$ cat config.mk
export PLATFORM = sky130hd
export DESIGN_NAME = rpcf_div
export DESIGN_NICKNAME = d
export VERILOG_FILES = /design/src/hw/rtl/rpcf_pkg.sv /design/src/hw/rtl/rpcf_div.sv
export SDC_FILE = /design/constraint.sdc
export NUM_CORES = 1
export LEC_CHECK = 0
export BUFFER_PORTS_ARGS = -buffer_cell sky130_fd_sc_hd__buf_4
export CAP_MARGIN = 20
export CORE_MARGIN = 10
export CORE_UTILIZATION = 65
export CTS_BUF_LIST = sky130_fd_sc_hd__clkbuf_4 sky130_fd_sc_hd__clkbuf_8
export CTS_CLUSTER_DIAMETER = 150
export CTS_CLUSTER_SIZE = 10
export DETAILED_ROUTE_END_ITERATION = 10
export GPL_ROUTABILITY_DRIVEN = 0
export PLACE_DENSITY_LB_ADDON = 0.08
export SYNTH_ARGS = -nofsm -noshare
export SYNTH_HDL_FRONTEND = slang
export SYNTH_SLANG_ARGS = --single-unit
export TNS_END_PERCENT = 10
$ cat constraint.sdc
create_clock -name clk_i -period 7.82 [get_ports clk_i]
set_input_delay 1.955 -clock clk_i [delete_from_list [all_inputs] [get_ports clk_i]]
set_output_delay 1.955 -clock clk_i [all_outputs]
set_load 0.005 [all_outputs]
$ cat src/hw/rtl/rpcf_pkg.sv
// package for the roll and pitch complementary filter
// holds the microcode table, the step codes and the divider request and response types
// no dependencies
`timescale 1ns / 1ps
`default_nettype none

package rpcf_pkg;

  // shared restoring divider: numerator, divisor and quotient widths
  localparam int unsigned DIV_NUM_W = 34;
  localparam int unsigned DIV_DEN_W = 25;
  localparam int unsigned DIV_Q_W   = 17;

  typedef struct packed {
    logic                 start;
    logic [DIV_NUM_W-1:0] num;
    logic [DIV_DEN_W-1:0] den;
  } div_req_t;

  typedef struct packed {
    logic               busy;
    logic [DIV_Q_W-1:0] quot;
  } div_rsp_t;

  // datapath operations, one per control word
  typedef enum logic [4:0] {
    OP_NOP,
    OP_LATCH,
    OP_DEN,
    OP_DIV_WEIGHT,
    OP_TAKE_WEIGHT,
    OP_RATE_MUL,
    OP_INC_ROUND,
    OP_INC_SCALE,
    OP_DIFF,
    OP_CORR_MUL,
    OP_CORR,
    OP_AXIS_NEXT,
    OP_MARK_OK,
    OP_FIRST,
    OP_RESTART,
    OP_HOLD,
    OP_EMIT
  } op_e;

  // jump conditions: jump to target when true, else step on
  typedef enum logic [3:0] {
    C_NEXT,
    C_ALWAYS,
    C_NO_INPUT,
    C_RESTART,
    C_NOT_VALID,
    C_DT_ZERO,
    C_DIV_BUSY,
    C_AXIS0,
    C_OUT_BLOCKED
  } cond_e;

  localparam int unsigned PC_W = 5;

  localparam logic [PC_W-1:0] PC_IDLE       = 5'd0;
  localparam logic [PC_W-1:0] PC_CHK_RST    = 5'd1;
  localparam logic [PC_W-1:0] PC_CHK_FIRST  = 5'd2;
  localparam logic [PC_W-1:0] PC_CHK_DT     = 5'd3;
  localparam logic [PC_W-1:0] PC_DEN        = 5'd4;
  localparam logic [PC_W-1:0] PC_W_START    = 5'd5;
  localparam logic [PC_W-1:0] PC_W_WAIT     = 5'd6;
  localparam logic [PC_W-1:0] PC_RATE_MUL   = 5'd7;
  localparam logic [PC_W-1:0] PC_INC_ROUND  = 5'd8;
  localparam logic [PC_W-1:0] PC_INC_SCALE  = 5'd9;
  localparam logic [PC_W-1:0] PC_DIFF       = 5'd10;
  localparam logic [PC_W-1:0] PC_CORR_MUL   = 5'd11;
  localparam logic [PC_W-1:0] PC_CORR       = 5'd12;
  localparam logic [PC_W-1:0] PC_NEXT_AXIS  = 5'd13;
  localparam logic [PC_W-1:0] PC_MARK_OK    = 5'd14;
  localparam logic [PC_W-1:0] PC_FIRST      = 5'd15;
  localparam logic [PC_W-1:0] PC_RESTART    = 5'd16;
  localparam logic [PC_W-1:0] PC_HOLD       = 5'd17;
  localparam logic [PC_W-1:0] PC_EMIT       = 5'd18;
  localparam logic [PC_W-1:0] PC_RET        = 5'd19;

  typedef struct packed {
    op_e             op;
    cond_e           cond;
    logic [PC_W-1:0] target;
  } ucode_word_t;

  function automatic ucode_word_t ucode_rom(input logic [PC_W-1:0] pc);
    ucode_word_t w;
    unique case (pc)
      PC_IDLE:      w = '{op: OP_LATCH,       cond: C_NO_INPUT,    target: PC_IDLE};
      PC_CHK_RST:   w = '{op: OP_NOP,         cond: C_RESTART,     target: PC_RESTART};
      PC_CHK_FIRST: w = '{op: OP_NOP,         cond: C_NOT_VALID,   target: PC_FIRST};
      PC_CHK_DT:    w = '{op: OP_NOP,         cond: C_DT_ZERO,     target: PC_HOLD};
      PC_DEN:       w = '{op: OP_DEN,         cond: C_NEXT,        target: PC_IDLE};
      PC_W_START:   w = '{op: OP_DIV_WEIGHT,  cond: C_NEXT,        target: PC_IDLE};
      PC_W_WAIT:    w = '{op: OP_TAKE_WEIGHT, cond: C_DIV_BUSY,    target: PC_W_WAIT};
      PC_RATE_MUL:  w = '{op: OP_RATE_MUL,    cond: C_NEXT,        target: PC_IDLE};
      PC_INC_ROUND: w = '{op: OP_INC_ROUND,   cond: C_NEXT,        target: PC_IDLE};
      PC_INC_SCALE: w = '{op: OP_INC_SCALE,   cond: C_NEXT,        target: PC_IDLE};
      PC_DIFF:      w = '{op: OP_DIFF,        cond: C_NEXT,        target: PC_IDLE};
      PC_CORR_MUL:  w = '{op: OP_CORR_MUL,    cond: C_NEXT,        target: PC_IDLE};
      PC_CORR:      w = '{op: OP_CORR,        cond: C_NEXT,        target: PC_IDLE};
      PC_NEXT_AXIS: w = '{op: OP_AXIS_NEXT,   cond: C_AXIS0,       target: PC_RATE_MUL};
      PC_MARK_OK:   w = '{op: OP_MARK_OK,     cond: C_ALWAYS,      target: PC_EMIT};
      PC_FIRST:     w = '{op: OP_FIRST,       cond: C_ALWAYS,      target: PC_EMIT};
      PC_RESTART:   w = '{op: OP_RESTART,     cond: C_ALWAYS,      target: PC_EMIT};
      PC_HOLD:      w = '{op: OP_HOLD,        cond: C_NEXT,        target: PC_IDLE};
      PC_EMIT:      w = '{op: OP_EMIT,        cond: C_OUT_BLOCKED, target: PC_EMIT};
      PC_RET:       w = '{op: OP_NOP,         cond: C_ALWAYS,      target: PC_IDLE};
      default:      w = '{op: OP_NOP,         cond: C_ALWAYS,      target: PC_IDLE};
    endcase
    return w;
  endfunction

endpackage

`default_nettype wire

$ cat src/hw/rtl/rpcf_div.sv
// restoring unsigned divider, one quotient bit per cycle
// depends on rpcf_pkg for widths and the request and response structs
`timescale 1ns / 1ps
`default_nettype none

module rpcf_div (
  input  logic               clk_i,
  input  logic               rst_ni,
  input  rpcf_pkg::div_req_t req_i,
  output rpcf_pkg::div_rsp_t rsp_o
);
  import rpcf_pkg::*;

  localparam int unsigned DSH_W = DIV_DEN_W + DIV_Q_W - 1;
  localparam int unsigned CNT_W = $clog2(DIV_Q_W);

  logic [DIV_NUM_W-1:0] rem_q;
  logic [DSH_W-1:0]     dsh_q;
  logic [DIV_Q_W-1:0]   quot_q;
  logic [CNT_W-1:0]     cnt_q;
  logic                 busy_q;

  logic [DSH_W-1:0] rem_ext;
  logic             ge;

  // quotient is known to fit DIV_Q_W bits, so the divisor starts pre-shifted
  assign rem_ext = DSH_W'(rem_q);
  assign ge      = rem_ext >= dsh_q;

  always_ff @(posedge clk_i or negedge rst_ni) begin
    if (!rst_ni) begin
      busy_q <= 1'b0;
      cnt_q  <= '0;
    end else if (req_i.start) begin
      busy_q <= 1'b1;
      cnt_q  <= CNT_W'(DIV_Q_W - 1);
    end else if (busy_q) begin
      if (cnt_q == '0) begin
        busy_q <= 1'b0;
      end else begin
        cnt_q <= cnt_q - 1'b1;
      end
    end
  end

  always_ff @(posedge clk_i) begin
    if (req_i.start) begin
      rem_q  <= req_i.num;
      dsh_q  <= DSH_W'(req_i.den) << (DIV_Q_W - 1);
      quot_q <= '0;
    end else if (busy_q) begin
      if (ge) begin
        rem_q <= DIV_NUM_W'(rem_ext - dsh_q);
      end
      quot_q <= {quot_q[DIV_Q_W-2:0], ge};
      dsh_q  <= dsh_q >> 1;
    end
  end

  assign rsp_o.busy = busy_q;
  assign rsp_o.quot = quot_q;

endmodule

`default_nettype wire

==> Yosys cells after proc, flatten, opt, wreduce, memory -nomap -nowiden <==
Index checks and enable logic that the tools add are counted.
{ "op_classes": {"add_sub_neg": 2, "reduce_logical": 5, "n_lt_le_gt_ge": 1, "n_eq_ne": 1, "muxes": 11} }
{ "op_table": {"columns": ["operator", "count"], "rows": [
  ["34-bit 2-to-1 mux", 3],
  ["41-bit 2-to-1 mux", 2],
  ["34-bit by 41-bit >= comparator with 1-bit output", 1],
  ["34-bit subtractor", 1],
  ["5-bit 2-to-1 mux", 3],
  ["5-bit zero test", 1],
  ["5-bit by 1-bit subtractor with 5-bit output, second input constant", 1],
  ["2-bit AND reduction", 2],
  ["2-bit nonzero test", 2],
  ["1-bit 2-to-1 mux", 3],
  ["2-bit != test, second input constant", 1]
]} }
{ "word_totals": {"wordCells": 26, "in_bits": 62, "register_bits": 98} }

==> Depth between registers and ports, before layout <==
{ "depth": {"word_depth": 4, "ltp_mapped": 11} }

==> Worst setup path after synthesis <==
OpenSTA, ideal clock, no wires.
{ "synth_timing": {"path_type": "flip-flop to flip-flop", "startpoint": "reg rem_q[16]", "endpoint": "reg rem_q[0] (enable)", "setup_time_ps": 472, "path_stages_with_launch": 10, "synth_period_minus_slack_ps": 4996, "t_arrival_ps": 4524, "n_path_buf": 1, "slack_ps": 2824, "path_cell_list": "edfxtp_1 ha_1 buf_4 nand4_2 or3_4 or4_1 nor4_2 a211o_2 a31oi_1 o21ai_0"} }
{ "synth_via": {"elab_chain_cells": 3} }
{ "synth_lines": {"columns": ["item", "line", "source"], "rows": [
  ["start, declared", "rpcf_div.sv:17", "logic [DIV_NUM_W-1:0] rem_q;"],
  ["start signal, assigned", "rpcf_div.sv:48", "rem_q <= req_i.num;"],
  ["start signal, assigned", "rpcf_div.sv:53", "rem_q <= DIV_NUM_W'(rem_ext - dsh_q);"],
  ["34-bit by 41-bit >= comparator with 1-bit output", "rpcf_div.sv:28", "assign ge = rem_ext >= dsh_q;"],
  ["2-bit nonzero test (no line)", null, null],
  ["2-bit AND reduction (no line)", null, null]
]} }
Every way passes these cells.
A chain may end at the register's enable or synchronous reset.

==> Worst setup path in the final report <==
{ "layout_timing": {"startpoint": "in req_i[59] (netlist name)", "endpoint": "reg rem_q[33], data pin"} }
{ "layout_via": {"elab_chain_cells": 1} }
{ "layout_lines": {"columns": ["item", "line", "source"], "rows": [
  ["start, declared", "rpcf_div.sv:9", "input rpcf_pkg::div_req_t req_i,"],
  ["34-bit 2-to-1 mux", "rpcf_div.sv:47", "if (req_i.start) begin"]
]} }
Every way passes these cells.

==> impl_metrics.ini <==
[detailed_routing]
drt_iter0_drc = 316
wire_per_inst_um = 16.2
dr.pass1.iters = 5
postRouteAntennaNets = 0
drc = 0
totalWireLength_um = 13400
vias = 4885
vias_per_cell = 5.91

[global_routing]
grt_max_degree = 82
grt_usage = 0.201
overflow = 0
antenna_found_initial = 0
use_met2 = 0.337
grt_pass1_wl_um = 22500
grt.busiest_layer = met2
grt_util_met3 = 0.0434
grt_pass1_vias = 4845
globalRouteMet1Util = 0.257

[floorplan]
dieHeight_um = 116
dieArea_sq_mm = 0.0135
rows = 34
start_util = 0.678
num_io_pins = 80
core_sq_mm = 0.00885
die_x_um = 116

[final_layout]
nNetsFinal = 813
final_area_sq_mm = 0.00678
layout-drive-gt1-share = 0.156
n_antenna_cell = 0
final_common_cell = nand2_1
area_growth_pct = 13.1
final_cell_mix = nand2_1 (93), buf_4 (82), o21ai_0 (69)

[worst_setup_path]
criticalPathCategory = in -> reg
endpoint_kind = register
worstPathRequired_ns = 8.01
start_kind = input port
arrival_ns = 3.88
cp_max_fo = 81

[yosys]
syn_area_per_cell_sq_um = 9.12
async_flop_share = 0.0612
synth_seq_cells = 98
synth_edf_count = 59
synth_nets = 757
synth_ff_type = edfxtp_1
ys_types = 63
ys_warn_count = 0
syn_inst = 658
synth_seq_area_share = 0.431
netlist_area_sq_mm = 0.00600

[hold_path]
hp-class = reg -> reg

[sta]
timing.max_slew.rel_slack = 0.336
min_period_ns = 3.69
rsz0062_at_grt = no
setup_viol = 0
fin_skew_ns = 0.0161
worstMarginPinSlew_ns = 0.983
finalHoldViolations = 0
timing.final.crit_share = 0.472
slew_viol_final = 0
tns_ns = 0
max_freq_mhz = 271

[clock_tree]
cts_setup_buffers = 0
root_buffer = clkbuf_8
cts.path.max_buffers = 2
cts_tree = yes
clk_pin_slew_ns = 0.11
ctsResizeCount = 0
cts_sinks = 98
cts_htree_levels = 3
numCtsBuffers = 9
clk_latency_ns = 0.38
ctsHoldBuffers = 0

[status]
status = finished clean

[placed_design]
dp_hpwl_um = 9860
dpl_cell_area_sq_mm = 0.00659
numPortBuffers = 79

[pwr]
p_leak_uw = 0.00303
p_per_area_mw_per_mm2 = 280
vdd_drop_max_mv = 0.133

[job]
maxCapViolCount = 0
==> where the power goes <==
group / switching [uW] / internal (uW) / total [uW]
clock: 204 / 125 / 330
combinational: 504 / 362 / 867
sequential: 42.3 / 661 / 703
==> sequential cells by signal (all words and copies together) (netlist names) <==
name	count
quot_q	17
cnt_q	5
busy_q	1
dsh_q	41
rem_q	34
==> cell usage after synthesis (13+ instances only) <==
cell type / number / area, sq um
clkbuf_1: 20 / 75.1
a21oi_1: 33 / 165
mux2i_1: 34 / 340
xnor2_1: 18 / 158
nor2_1: 48 / 180
nand2_1: 93 / 349
a21o_1: 13 / 97.6
dfxtp_1: 33 / 661
ha_1: 36 / 450
edfxtp_1: 59 / 1770
inv_1: 48 / 180
o21ai_0: 70 / 350
==> through the flow <==
stage	hold slack, ns	util	cells	setup WS (ns)	total power, uW
floorplan	0.465	-	658	2.82	1390
global placement	0.476	0.744	811	3.93	1540
detailed placement	0.493	0.744	811	3.73	1560
CTS	0.519	0.767	827	4.16	1900
global route	0.554	0.767	827	3.92	2040
finish	0.519	0.767	827	4.13	1900
==> worst paths after layout <==
path	cells past startpoint	slack, ns	endpoint	startpoint
max reg2reg	9	4.24	rem_q[2]	rem_q[18]
min reg2reg	2	0.52	quot_q[16]	quot_q[16]
min in group asynchronous	1	1.35	cnt_q[3]	rst_ni
max	6	4.13	rem_q[33]	req_i[59]
min	2	0.52	quot_q[16]	quot_q[16]
max in group asynchronous	1	6.32	busy_q	rst_ni
==> per-layer routing <==
metal  vias up  share of wire
met1      2304           0.46
met4         0         0.0099
met3        16          0.046
met5         -              0
met2       120           0.48
li1       2445              -
==> critical path, stage by stage <==
cell      delay (ns)
buf_4           0.45
buf_4           0.69
nor2b_1         0.15
mux2i_1         0.16
o21ai_0         0.10
a311oi_1        0.30
==> final cells by class <==
type | count | area [sq um]
tap | 108 | 135
sequential | 98 | 2580
timing repair buffer | 82 | 616
clock buffer | 9 | 124
inverter | 48 | 180
clock inverter | 7 | 71.3
fill | 656 | 2070
multi-input combinational | 475 | 3070
==> cell families (layout without fill, tap and decap cells) <==
| kind of cell | after synthesis | in the layout | synth area share |
|---|---|---|---|
| and+or+nand+nor | 203 | 203 | 0.153 |
| AOI/OAI and AO/OA | 169 | 169 | 0.176 |
| DFF | 98 | 98 | 0.431 |
| buffers and inverters | 85 | 146 | 0.0578 |
| adders and majority gates | 37 | 37 | 0.0784 |
| muxes | 36 | 36 | 0.0605 |
| xor gates and xnor gates | 30 | 30 | 0.0438 |
Note: power is estimated with default switching activity, not from simulation.
